<file path="src/rtl/btd_pkg.sv">
`timescale 1ns / 1ps
// Shared types, codes and constants of the BER TLV stream deframer.
package btd_pkg;

	localparam int LEN_BITS_DEF    = 32;
	localparam int TAG_BITS_DEF    = 32;
	localparam int DEPTH_MAX_DEF   = 15;
	localparam int QUEUE_DEPTH_DEF = 2;

	localparam logic [7:0] BYTE_FF  = 8'hFF;
	localparam logic [7:0] BYTE_80  = 8'h80;
	localparam logic [7:0] MASK_7F  = 8'h7F;
	localparam logic [4:0] TAG_LONG = 5'h1F;

	localparam logic [1:0] CLASS_UNIVERSAL = 2'd0;

	typedef enum logic [2:0] {
		PH_ID   = 3'd0,
		PH_TAGC = 3'd1,
		PH_LEN  = 3'd2,
		PH_LENC = 3'd3,
		PH_CONT = 3'd4,
		PH_ERR  = 3'd5
	} phase_t;

	typedef enum logic [2:0] {
		ROLE_ID   = 3'd0,
		ROLE_TAGC = 3'd1,
		ROLE_LEN  = 3'd2,
		ROLE_LENC = 3'd3,
		ROLE_CONT = 3'd4,
		ROLE_ERR  = 3'd5
	} role_t;

	typedef enum logic [2:0] {
		ERR_NONE    = 3'd0,
		ERR_BAD_LEN = 3'd1,
		ERR_WIDE    = 3'd2,
		ERR_DEPTH   = 3'd3,
		ERR_TRUNC   = 3'd4
	} err_code_t;

	typedef struct packed {
		logic [7:0] data_byte;
		logic       stream_end;
		logic       id_long;
		logic       is_ff;
		logic       is_80;
		logic       is_short;
	} item_t;

	typedef struct packed {
		role_t      byte_role;
		logic       header_done;
		logic [1:0] tag_class;
		logic       constructed;
		logic [31:0] tag_number;
		logic [31:0] content_length;
		logic       indefinite;
		logic [7:0] content_byte;
		logic       element_end;
		logic [3:0] nest_depth;
		err_code_t  error_code;
	} result_t;

	typedef struct packed {
		logic valid;
		logic full;
	} queue_stat_t;

endpackage

</file>
<file path="src/rtl/btd_stream_if.sv">
`timescale 1ns / 1ps
// Byte input and result output channel interfaces.
interface btd_in_if;
	logic       valid;
	logic       ready;
	logic [7:0] data_byte;
	logic       stream_end;

	modport source(output valid, data_byte, stream_end, input ready);
	modport sink(input valid, data_byte, stream_end, output ready);
endinterface

interface btd_out_if;
	logic        valid;
	logic        ready;
	logic [2:0]  byte_role;
	logic        header_done;
	logic [1:0]  tag_class;
	logic        constructed;
	logic [31:0] tag_number;
	logic [31:0] content_length;
	logic        indefinite;
	logic [7:0]  content_byte;
	logic        element_end;
	logic [3:0]  nest_depth;
	logic [2:0]  error_code;

	modport source(output valid, byte_role, header_done, tag_class, constructed, tag_number,
		content_length, indefinite, content_byte, element_end, nest_depth, error_code,
		input ready);
	modport sink(input valid, byte_role, header_done, tag_class, constructed, tag_number,
		content_length, indefinite, content_byte, element_end, nest_depth, error_code,
		output ready);
endinterface

</file>
<file path="src/rtl/ber_tlv_stream_deframer.sv">
`timescale 1ns / 1ps
// Top level of the BER TLV stream deframer.
//
//  channel    modport  beat
//  byte_in    sink     data_byte, stream_end
//  role_out   source   one decoded result per input byte
//
// One byte per cycle sustained while role_out is ready; a byte's result passes
// through the input stage, the queue and the decoder output register.
// The decoder's header state update is the loop that sets the rate.
// Reset clears all control state, the queue and the sticky error.
// A stalled output holds the decoder; the queue then fills and drops byte_in.ready.
module ber_tlv_stream_deframer
	import btd_pkg::*;
#(
	parameter int LEN_BITS    = LEN_BITS_DEF,
	parameter int TAG_BITS    = TAG_BITS_DEF,
	parameter int DEPTH_MAX   = DEPTH_MAX_DEF,
	parameter int QUEUE_DEPTH = QUEUE_DEPTH_DEF
) (
	input  logic       clk,
	input  logic       arst_n,
	btd_in_if.sink     byte_in,
	btd_out_if.source  role_out
);

	queue_stat_t q_stat;
	logic        push;
	item_t       push_item;
	logic        pop;
	item_t       pop_item;
	result_t     res;

	btd_front u_front (
		.clk        (clk),
		.arst_n     (arst_n),
		.in_valid   (byte_in.valid),
		.in_ready   (byte_in.ready),
		.data_byte  (byte_in.data_byte),
		.stream_end (byte_in.stream_end),
		.q_stat     (q_stat),
		.push       (push),
		.item       (push_item)
	);

	btd_fifo #(
		.DEPTH (QUEUE_DEPTH)
	) u_fifo (
		.clk       (clk),
		.arst_n    (arst_n),
		.push      (push),
		.push_item (push_item),
		.pop       (pop),
		.pop_item  (pop_item),
		.stat      (q_stat)
	);

	btd_back #(
		.LEN_BITS  (LEN_BITS),
		.TAG_BITS  (TAG_BITS),
		.DEPTH_MAX (DEPTH_MAX)
	) u_back (
		.clk        (clk),
		.arst_n     (arst_n),
		.item_valid (q_stat.valid),
		.item       (pop_item),
		.pop        (pop),
		.res_valid  (role_out.valid),
		.res_ready  (role_out.ready),
		.res        (res)
	);

	assign role_out.byte_role      = res.byte_role;
	assign role_out.header_done    = res.header_done;
	assign role_out.tag_class      = res.tag_class;
	assign role_out.constructed    = res.constructed;
	assign role_out.tag_number     = res.tag_number;
	assign role_out.content_length = res.content_length;
	assign role_out.indefinite     = res.indefinite;
	assign role_out.content_byte   = res.content_byte;
	assign role_out.element_end    = res.element_end;
	assign role_out.nest_depth     = res.nest_depth;
	assign role_out.error_code     = res.error_code;

endmodule

</file>
<file path="src/rtl/btd_front.sv">
`timescale 1ns / 1ps
// Front stage: accepts stream bytes and classifies them for the decoder.
module btd_front
	import btd_pkg::*;
(
	input  logic        clk,
	input  logic        arst_n,
	input  logic        in_valid,
	output logic        in_ready,
	input  logic [7:0]  data_byte,
	input  logic        stream_end,
	input  queue_stat_t q_stat,
	output logic        push,
	output item_t       item
);

	logic  valid_s1;
	item_t item_s1;
	item_t cls;

	always_comb begin
		cls.data_byte  = data_byte;
		cls.stream_end = stream_end;
		cls.id_long    = (data_byte[4:0] == TAG_LONG);
		cls.is_ff      = (data_byte == BYTE_FF);
		cls.is_80      = (data_byte == BYTE_80);
		cls.is_short   = ((data_byte & ~MASK_7F) == 8'h00);
	end

	assign push     = valid_s1 && !q_stat.full;
	assign in_ready = !valid_s1 || !q_stat.full;
	assign item     = item_s1;

	always_ff @(posedge clk or negedge arst_n) begin
		if (!arst_n) begin
			valid_s1 <= 1'b0;
		end else if (in_ready) begin
			valid_s1 <= in_valid;
		end
	end

	always_ff @(posedge clk) begin
		if (in_ready && in_valid) begin
			item_s1 <= cls;
		end
	end

endmodule

</file>
<file path="src/rtl/btd_fifo.sv">
`timescale 1ns / 1ps
// Short queue of classified bytes between front and decoder.
module btd_fifo
	import btd_pkg::*;
#(
	parameter int DEPTH = QUEUE_DEPTH_DEF
) (
	input  logic        clk,
	input  logic        arst_n,
	input  logic        push,
	input  item_t       push_item,
	input  logic        pop,
	output item_t       pop_item,
	output queue_stat_t stat
);

	localparam int AW = (DEPTH > 1) ? $clog2(DEPTH) : 1;
	localparam int CW = $clog2(DEPTH + 1);

	item_t         mem [DEPTH];
	logic [AW-1:0] wr_ptr_q;
	logic [AW-1:0] rd_ptr_q;
	logic [CW-1:0] count_q;

	assign stat.valid = (count_q != '0);
	assign stat.full  = (count_q == CW'(DEPTH));
	assign pop_item   = mem[rd_ptr_q];

	function automatic logic [AW-1:0] ptr_inc(input logic [AW-1:0] p);
		return (p == AW'(DEPTH - 1)) ? '0 : p + AW'(1);
	endfunction

	always_ff @(posedge clk or negedge arst_n) begin
		if (!arst_n) begin
			wr_ptr_q <= '0;
			rd_ptr_q <= '0;
			count_q  <= '0;
		end else begin
			if (push) begin
				wr_ptr_q <= ptr_inc(wr_ptr_q);
			end
			if (pop) begin
				rd_ptr_q <= ptr_inc(rd_ptr_q);
			end
			if (push && !pop) begin
				count_q <= count_q + CW'(1);
			end else if (pop && !push) begin
				count_q <= count_q - CW'(1);
			end
		end
	end

	always_ff @(posedge clk) begin
		if (push) begin
			mem[wr_ptr_q] <= push_item;
		end
	end

endmodule

</file>
<file path="src/rtl/btd_back.sv">
`timescale 1ns / 1ps
// Decoder: tracks the TLV header state and produces one result per byte.
module btd_back
	import btd_pkg::*;
#(
	parameter int LEN_BITS  = LEN_BITS_DEF,
	parameter int TAG_BITS  = TAG_BITS_DEF,
	parameter int DEPTH_MAX = DEPTH_MAX_DEF
) (
	input  logic    clk,
	input  logic    arst_n,
	input  logic    item_valid,
	input  item_t   item,
	output logic    pop,
	output logic    res_valid,
	input  logic    res_ready,
	output result_t res
);

	localparam int DW = $clog2(DEPTH_MAX + 1);

	phase_t              phase_q, n_phase;
	logic [1:0]          class_q, n_class;
	logic                cons_q, n_cons;
	logic                indef_q, n_indef;
	logic [TAG_BITS-1:0] tag_q, n_tag;
	logic [LEN_BITS-1:0] len_q, n_len;
	logic [6:0]          lbl_q, n_lbl;
	logic [LEN_BITS-1:0] cont_q, n_cont;
	logic [DW-1:0]       depth_q, n_depth;
	err_code_t           err_q, n_err;

	logic                hdr_go;
	logic                hdr_indef;
	logic [LEN_BITS-1:0] hdr_len;
	result_t             r;
	logic                ovld_q;
	result_t             res_q;

	assign pop       = item_valid && (!ovld_q || res_ready);
	assign res_valid = ovld_q;
	assign res       = res_q;

	always_comb begin
		n_phase = phase_q;
		n_class = class_q;
		n_cons  = cons_q;
		n_indef = indef_q;
		n_tag   = tag_q;
		n_len   = len_q;
		n_lbl   = lbl_q;
		n_cont  = cont_q;
		n_depth = depth_q;
		n_err   = err_q;
		hdr_go    = 1'b0;
		hdr_indef = 1'b0;
		hdr_len   = '0;
		r.byte_role    = ROLE_ERR;
		r.header_done  = 1'b0;
		r.element_end  = 1'b0;
		r.content_byte = 8'h00;

		case (phase_q)
			PH_ID: begin
				r.byte_role = ROLE_ID;
				n_class = item.data_byte[7:6];
				n_cons  = item.data_byte[5];
				n_indef = 1'b0;
				n_len   = '0;
				n_lbl   = '0;
				n_cont  = '0;
				if (item.id_long) begin
					n_tag   = '0;
					n_phase = PH_TAGC;
				end else begin
					n_tag   = TAG_BITS'(item.data_byte[4:0]);
					n_phase = PH_LEN;
				end
			end
			PH_TAGC: begin
				r.byte_role = ROLE_TAGC;
				if ((tag_q >> (TAG_BITS - 7)) != '0) begin
					n_err   = ERR_WIDE;
					n_phase = PH_ERR;
				end else begin
					n_tag = (tag_q << 7) | TAG_BITS'(item.data_byte[6:0]);
					if (!item.data_byte[7]) begin
						n_phase = PH_LEN;
					end
				end
			end
			PH_LEN: begin
				r.byte_role = ROLE_LEN;
				if (item.is_ff) begin
					n_err   = ERR_BAD_LEN;
					n_phase = PH_ERR;
				end else if (item.is_short) begin
					hdr_go  = 1'b1;
					hdr_len = LEN_BITS'(item.data_byte[6:0]);
				end else if (item.is_80) begin
					hdr_go    = 1'b1;
					hdr_indef = 1'b1;
				end else begin
					n_len   = '0;
					n_lbl   = item.data_byte[6:0];
					n_phase = PH_LENC;
				end
			end
			PH_LENC: begin
				r.byte_role = ROLE_LENC;
				if ((len_q >> (LEN_BITS - 8)) != '0) begin
					n_err   = ERR_WIDE;
					n_phase = PH_ERR;
				end else begin
					n_len = (len_q << 8) | LEN_BITS'(item.data_byte);
					n_lbl = lbl_q - 7'd1;
					if (lbl_q == 7'd1) begin
						hdr_go  = 1'b1;
						hdr_len = (len_q << 8) | LEN_BITS'(item.data_byte);
					end
				end
			end
			PH_CONT: begin
				r.byte_role    = ROLE_CONT;
				r.content_byte = item.data_byte;
				n_cont = cont_q - LEN_BITS'(1);
				if (cont_q == LEN_BITS'(1)) begin
					r.element_end = 1'b1;
					n_phase       = PH_ID;
				end
			end
			default: begin
				n_phase = PH_ERR;
			end
		endcase

		if (hdr_go) begin
			r.header_done = 1'b1;
			n_indef       = hdr_indef;
			n_len         = hdr_len;
			if (hdr_indef) begin
				if (depth_q >= DW'(DEPTH_MAX)) begin
					n_err   = ERR_DEPTH;
					n_phase = PH_ERR;
				end else begin
					n_depth = depth_q + DW'(1);
					n_phase = PH_ID;
				end
			end else if (hdr_len == '0) begin
				r.element_end = 1'b1;
				if (class_q == CLASS_UNIVERSAL && !cons_q && tag_q == '0 && depth_q != '0) begin
					n_depth = depth_q - DW'(1);
				end
				n_phase = PH_ID;
			end else begin
				n_cont  = hdr_len;
				n_phase = PH_CONT;
			end
		end

		if (item.stream_end && n_phase != PH_ERR && (n_phase != PH_ID || n_depth != '0)) begin
			n_err   = ERR_TRUNC;
			n_phase = PH_ERR;
		end

		if (n_phase == PH_ERR) begin
			r.byte_role    = ROLE_ERR;
			r.header_done  = 1'b0;
			r.element_end  = 1'b0;
			r.content_byte = 8'h00;
		end

		r.tag_class      = n_class;
		r.constructed    = n_cons;
		r.tag_number     = 32'(n_tag);
		r.content_length = 32'(n_len);
		r.indefinite     = n_indef;
		r.nest_depth     = 4'(n_depth);
		r.error_code     = n_err;
	end

	always_ff @(posedge clk or negedge arst_n) begin
		if (!arst_n) begin
			phase_q <= PH_ID;
			class_q <= '0;
			cons_q  <= 1'b0;
			indef_q <= 1'b0;
			tag_q   <= '0;
			len_q   <= '0;
			lbl_q   <= '0;
			cont_q  <= '0;
			depth_q <= '0;
			err_q   <= ERR_NONE;
			ovld_q  <= 1'b0;
		end else begin
			if (pop) begin
				phase_q <= n_phase;
				class_q <= n_class;
				cons_q  <= n_cons;
				indef_q <= n_indef;
				tag_q   <= n_tag;
				len_q   <= n_len;
				lbl_q   <= n_lbl;
				cont_q  <= n_cont;
				depth_q <= n_depth;
				err_q   <= n_err;
			end
			if (pop) begin
				ovld_q <= 1'b1;
			end else if (res_ready) begin
				ovld_q <= 1'b0;
			end
		end
	end

	always_ff @(posedge clk) begin
		if (pop) begin
			res_q <= r;
		end
	end

endmodule

</file>
<file path="src/flat_wrapper.sv">
// flat-port wrapper written by rule: the top's interface ports become plain ports
module ber_tlv_stream_deframer_flat import btd_pkg::*;
#(
	parameter int LEN_BITS    = LEN_BITS_DEF,
	parameter int TAG_BITS    = TAG_BITS_DEF,
	parameter int DEPTH_MAX   = DEPTH_MAX_DEF,
	parameter int QUEUE_DEPTH = QUEUE_DEPTH_DEF
)
  (clk, arst_n, byte_in_valid, byte_in_data_byte, byte_in_stream_end, byte_in_ready, role_out_valid, role_out_byte_role, role_out_header_done, role_out_tag_class, role_out_constructed, role_out_tag_number, role_out_content_length, role_out_indefinite, role_out_content_byte, role_out_element_end, role_out_nest_depth, role_out_error_code, role_out_ready);
  btd_in_if byte_in_i ();
  btd_out_if role_out_i ();
  input  logic clk;
  input  logic arst_n;
  input wire logic [$bits(byte_in_i.valid)-1:0] byte_in_valid;
  input wire logic [$bits(byte_in_i.data_byte)-1:0] byte_in_data_byte;
  input wire logic [$bits(byte_in_i.stream_end)-1:0] byte_in_stream_end;
  output wire logic [$bits(byte_in_i.ready)-1:0] byte_in_ready;
  output wire logic [$bits(role_out_i.valid)-1:0] role_out_valid;
  output wire logic [$bits(role_out_i.byte_role)-1:0] role_out_byte_role;
  output wire logic [$bits(role_out_i.header_done)-1:0] role_out_header_done;
  output wire logic [$bits(role_out_i.tag_class)-1:0] role_out_tag_class;
  output wire logic [$bits(role_out_i.constructed)-1:0] role_out_constructed;
  output wire logic [$bits(role_out_i.tag_number)-1:0] role_out_tag_number;
  output wire logic [$bits(role_out_i.content_length)-1:0] role_out_content_length;
  output wire logic [$bits(role_out_i.indefinite)-1:0] role_out_indefinite;
  output wire logic [$bits(role_out_i.content_byte)-1:0] role_out_content_byte;
  output wire logic [$bits(role_out_i.element_end)-1:0] role_out_element_end;
  output wire logic [$bits(role_out_i.nest_depth)-1:0] role_out_nest_depth;
  output wire logic [$bits(role_out_i.error_code)-1:0] role_out_error_code;
  input wire logic [$bits(role_out_i.ready)-1:0] role_out_ready;
  assign byte_in_i.valid = byte_in_valid;
  assign byte_in_i.data_byte = byte_in_data_byte;
  assign byte_in_i.stream_end = byte_in_stream_end;
  assign byte_in_ready = byte_in_i.ready;
  assign role_out_valid = role_out_i.valid;
  assign role_out_byte_role = role_out_i.byte_role;
  assign role_out_header_done = role_out_i.header_done;
  assign role_out_tag_class = role_out_i.tag_class;
  assign role_out_constructed = role_out_i.constructed;
  assign role_out_tag_number = role_out_i.tag_number;
  assign role_out_content_length = role_out_i.content_length;
  assign role_out_indefinite = role_out_i.indefinite;
  assign role_out_content_byte = role_out_i.content_byte;
  assign role_out_element_end = role_out_i.element_end;
  assign role_out_nest_depth = role_out_i.nest_depth;
  assign role_out_error_code = role_out_i.error_code;
  assign role_out_i.ready = role_out_ready;
  ber_tlv_stream_deframer #(.LEN_BITS(LEN_BITS), .TAG_BITS(TAG_BITS), .DEPTH_MAX(DEPTH_MAX), .QUEUE_DEPTH(QUEUE_DEPTH)) u_core (.clk(clk), .arst_n(arst_n), .byte_in(byte_in_i), .role_out(role_out_i));
endmodule
</file>
<file path="config.mk">
export PLATFORM = sky130hd
export DESIGN_NAME = ber_tlv_stream_deframer_flat
export DESIGN_NICKNAME = d
export VERILOG_FILES = /design/src/rtl/btd_pkg.sv /design/src/rtl/btd_stream_if.sv /design/src/rtl/ber_tlv_stream_deframer.sv /design/src/rtl/btd_front.sv /design/src/rtl/btd_fifo.sv /design/src/rtl/btd_back.sv /design/src/flat_wrapper.sv
export SDC_FILE = /design/constraint.sdc
export NUM_CORES = 1
export LEC_CHECK = 0
export ABC_AREA = 1
export BUFFER_PORTS_ARGS = -buffer_cell sky130_fd_sc_hd__buf_4
export CAP_MARGIN = 20
export CORE_MARGIN = 8
export CORE_UTILIZATION = 45
export CTS_CLUSTER_SIZE = 24
export DETAILED_ROUTE_END_ITERATION = 10
export GPL_TIMING_DRIVEN = 0
export PLACE_DENSITY_LB_ADDON = 0.3
export SYNTH_ARGS = -nofsm -noshare
export SYNTH_HDL_FRONTEND = slang
export SYNTH_SLANG_ARGS = --single-unit
</file>
<file path="constraint.sdc">
create_clock -name clk -period 5 [get_ports clk]
set_input_delay 0.25 -clock clk [delete_from_list [all_inputs] [get_ports clk]]
set_output_delay 0.25 -clock clk [all_outputs]
set_load 0.01 [all_outputs]
</file>
==> impl_metrics.py <==
metrics = {
    "outcome": {
        "status": "finished clean",
    },
    "floorplanning": {
        "die_h_um": 183,
        "start_util_pct": 45.4,
        "die_w_um": 183,
        "ios": 103,
        "die-area_um2": 33400,
        "core_area_um2": 27600,
        "placementRows": 61,
    },
    "sta": {
        "min_period_ns": 3.63,
        "slew_headroom_pct": 29.7,
        "fin_skew_ns": 0.0110,
        "setup_viol": 0,
        "rsz0062_at_grt": "false",
        "period_share_pct": 72.6,
        "fin_setup_tns_ns": 0,
        "hold_violations": 0,
        "tightestPinTransition_ns": 1.05,
        "finalMaxSlewViolations": 0,
        "holdWs_ns": 0.171,
        "timing.fmax_ghz": 0.275,
    },
    "finish": {
        "finalNetCount": 1554,
        "layout_commonest_cell": "nand2_1",
        "fillers": 2444,
        "final_core_util_pct": 54.2,
        "seq_area_um2": 6890,
        "mostFrequentLayoutCells": "241 x nand2_1, 169 x inv_1, 153 x o21ai_0",
        "area_delta_synth_final_pct": 19.6,
        "finish.instance_area_um2": 14900,
        "multi_input_area_um2": 4600,
        "layout-drive-gt1-share_pct": 14.7,
        "antenna_cells": 0,
        "final_cells": 1933,
    },
    "global_routing": {
        "grt_pass1_wl_um": 58300,
        "grt_max_degree": 88,
        "antenna_found_initial": 0,
        "grtUsageTotal_pct": 22.0,
        "grt_pass1_vias": 10300,
        "overflow": 0,
    },
    "route": {
        "wl_per_cell_um": 19.2,
        "ant_nets": 0,
        "drt_pass1_iterations": 5,
        "via_per_inst": 5.62,
        "drt_iter0_drc": 1196,
        "drc": 0,
        "via_count": 10900,
        "finalWirelength_um": 37100,
    },
    "synthesis": {
        "synth.distinct_cells": 54,
        "synth_area_per_cell_um2": 9.01,
        "async_reset_ff_share_pct": 49.2,
        "ys.flop_type": "edfxtp_1",
        "syn_nets": 1407,
        "synth.ff_latch_count": 250,
        "netlist_instances": 1387,
        "seq_area_frac_synth_pct": 55.2,
        "syn_area_um2": 12500,
        "synth_enable_flop_cells": 127,
        "yosys_warnings": 0,
    },
    "worst_setup_path": {
        "path_max_fanout": 10,
        "cp.depth": 17,
        "end_kind": "register",
        "critPathArrivalTime_ns": 4.01,
        "worstSetupPathType": "register to register",
        "worstSetupStartpoint": "u_core.u_back.lbl_q[1]",
        "critPathMaxStageDelay_ns": 0.50,
        "worst-endpoint-required_ns": 5.37,
        "critical_path.startpoint_type": "register",
        "cp_slowest_cell": "nor3_1",
        "rr_startpoint": "u_core.u_back.lbl_q[1]",
        "critPathTopFamily": "simple AND/OR/NAND/NOR gates",
        "reg2reg_depth": 17,
        "r2r_setup_slack_ns": 1.37,
        "cp_cell_sequence": "inv_1 > ha_1 > nand2_1 > nor2_4 > buf_4 > inv_2 > nor3_1 > nor2_1 > nand3_1 > nor2_1 > nand3_1 > nand3_1 > a22oi_1 > nand3_2 > nand2_4 > nand2_1 > nor2_1",
        "crit_buf_inv": 3,
    },
    "power": {
        "pwr-share-comb_pct": 39.8,
        "power_leakage_nw": 6.46,
        "power.density_nw_per_um2": 639,
        "p_clk_share_pct": 23.7,
        "power.internal_w": 0.00568,
        "p_sw_w": 0.00386,
        "irDropWorstVdd_mv": 0.300,
        "swShare_pct": 40.5,
        "pwr-share-seq_pct": 36.4,
    },
    "clock_tree": {
        "cts-buffers-inserted": 27,
        "clk_pin_slew_worst_paths_ns": 0.07,
        "clock_latency_ns": 0.55,
        "cts_tree": "built",
        "cts_buffer_depth": 3,
        "cts_htree_levels": 1,
        "root_buffer": "clkbuf_16",
        "clkSinkCount": 250,
    },
    "place": {
        "place_inst": 1870,
        "place_area_um2": 13800,
        "dpl.hpwl_um": 26800,
        "gp_congestion": 0.965,
        "port_buffers": 102,
    },
    "worst_hold_path": {
        "worstHoldPathType": "input pin to async pin",
    },
    "job": {
        "cap_violations": 0,
    },
}
==> power by group through the flow <==
stage,registers [W],clock network [W],logic (W)
after floorplan,0.00362,0,0.00208
after global placement,0.00354,0,0.00365
after detailed placement,0.00350,0,0.00374
after CTS,0.00347,0.00228,0.00377
after global routing,0.00355,0.00237,0.00417
final,0.00348,0.00227,0.00380
==> worst reg2reg max path, cell delays in order, from the launching register on <==
cell	delay [ns]
dfrtp_1	0.39
inv_1	0.11
ha_1	0.16
nand2_1	0.10
nor2_4	0.25
buf_4	0.25
inv_2	0.11
nor3_1	0.50
nor2_1	0.11
nand3_1	0.13
nor2_1	0.15
nand3_1	0.10
nand3_1	0.07
a22oi_1	0.32
nand3_2	0.20
nand2_4	0.14
nand2_1	0.15
nor2_1	0.21
==> metal layers <==
layer	routed length [um]	vias up	share of wire, %	track usage, %
met4	1020	0	2.7	6.99
met5	0	-	0	0
met3	3280	76	8.8	3.58
met1	15800	5164	43	30.5
li1	-	5080	-	-
met2	17000	536	46	34.8
==> flip-flops by register name, summed over array words and instances, names as in the netlist <==
signal                   count
u_core.u_back.class_q        2
u_core.u_back.cons_q         1
u_core.u_back.cont_q        32
u_core.u_back.depth_q        4
u_core.u_back.err_q          3
u_core.u_back.indef_q        1
u_core.u_back.lbl_q          7
u_core.u_back.len_q         32
u_core.u_back.phase_q        3
u_core.u_back.res           88
u_core.u_back.res_valid      1
u_core.u_back.tag_q         32
u_core.u_fifo.count_q        2
u_core.u_fifo.mem           26
u_core.u_fifo.rd_ptr_q       1
u_core.u_fifo.wr_ptr_q       1
u_core.u_front.item         13
u_core.u_front.valid_s1      1
==> synthesized netlist by cell type (11+ instances only) <==
master | count | share of area [%]
nor2_1 | 128 | 3.8
o211ai_1 | 12 | 0.72
edfxtp_1 | 127 | 31
o22ai_1 | 52 | 2.6
a22oi_1 | 12 | 0.72
inv_2 | 12 | 0.36
a21oi_1 | 39 | 1.6
o21ai_0 | 153 | 6.1
buf_2 | 14 | 0.56
nand3_1 | 44 | 1.8
buf_1 | 11 | 0.33
dfrtp_1 | 123 | 25
nor2_2 | 13 | 0.65
o21a_1 | 13 | 0.78
nand4_1 | 44 | 2.2
clkbuf_1 | 37 | 1.1
nor3_1 | 26 | 1.0
nand2_1 | 241 | 7.2
inv_1 | 169 | 5.1
==> cell families (layout without fill, tap and decap cells) <==
logic type      count (synthesis)  count (layout)  share of synthesized area (%)
compound gates                333             333                           15.7
simple gates                  536             536                           19.8
mux                             1               1                         0.0801
xor+xnor                        9               9                          0.631
flops                         250             250                           55.2
buf+inv                       251             419                           8.00
fa+ha+maj                       7               7                          0.701
==> area by class of cell <==
class | instances | area share, %
Multi-Input combinational cell | 886 | 30.8
Buffer | 68 | 2.10
Clock inverter | 21 | 2.13
Sequential cell | 250 | 46.1
Tap cell | 378 | 3.17
Timing Repair Buffer | 118 | 6.42
Inverter | 183 | 4.61
Clock buffer | 29 | 4.64
==> path summary, 6_finish.rpt <==
check | endpoint
setup / recovery | u_core.u_back.res[84]
hold / removal | u_core.u_back.lbl_q[5]
setup reg to reg | u_core.u_back.res[84]
hold reg to reg | u_core.u_fifo.mem[0][12]
max in group asynchronous | u_core.u_back.tag_q[25]
min in group clk | u_core.u_front.item[12]
==> per-stage QoR <==
step / setup slack (ns) / total power (W)
after CTS: 1.44 / 0.00952
after floorplan: 0.960 / 0.00571
after global placement: -0.574 / 0.00720
after global routing: 1.17 / 0.0101
final: 1.37 / 0.00954
after detailed placement: 1.48 / 0.00724
==> what timing repair did <==
item / in CTS / in global routing
endpoints found under the hold margin: 47 / 0
gates resized for setup: 0 / 0
endpoints found under the setup margin: 0 / 0
hold buffers: 12 / 0
buffers inserted: 0 / 0
No activity file was read; power rests on OpenSTA's default activity.
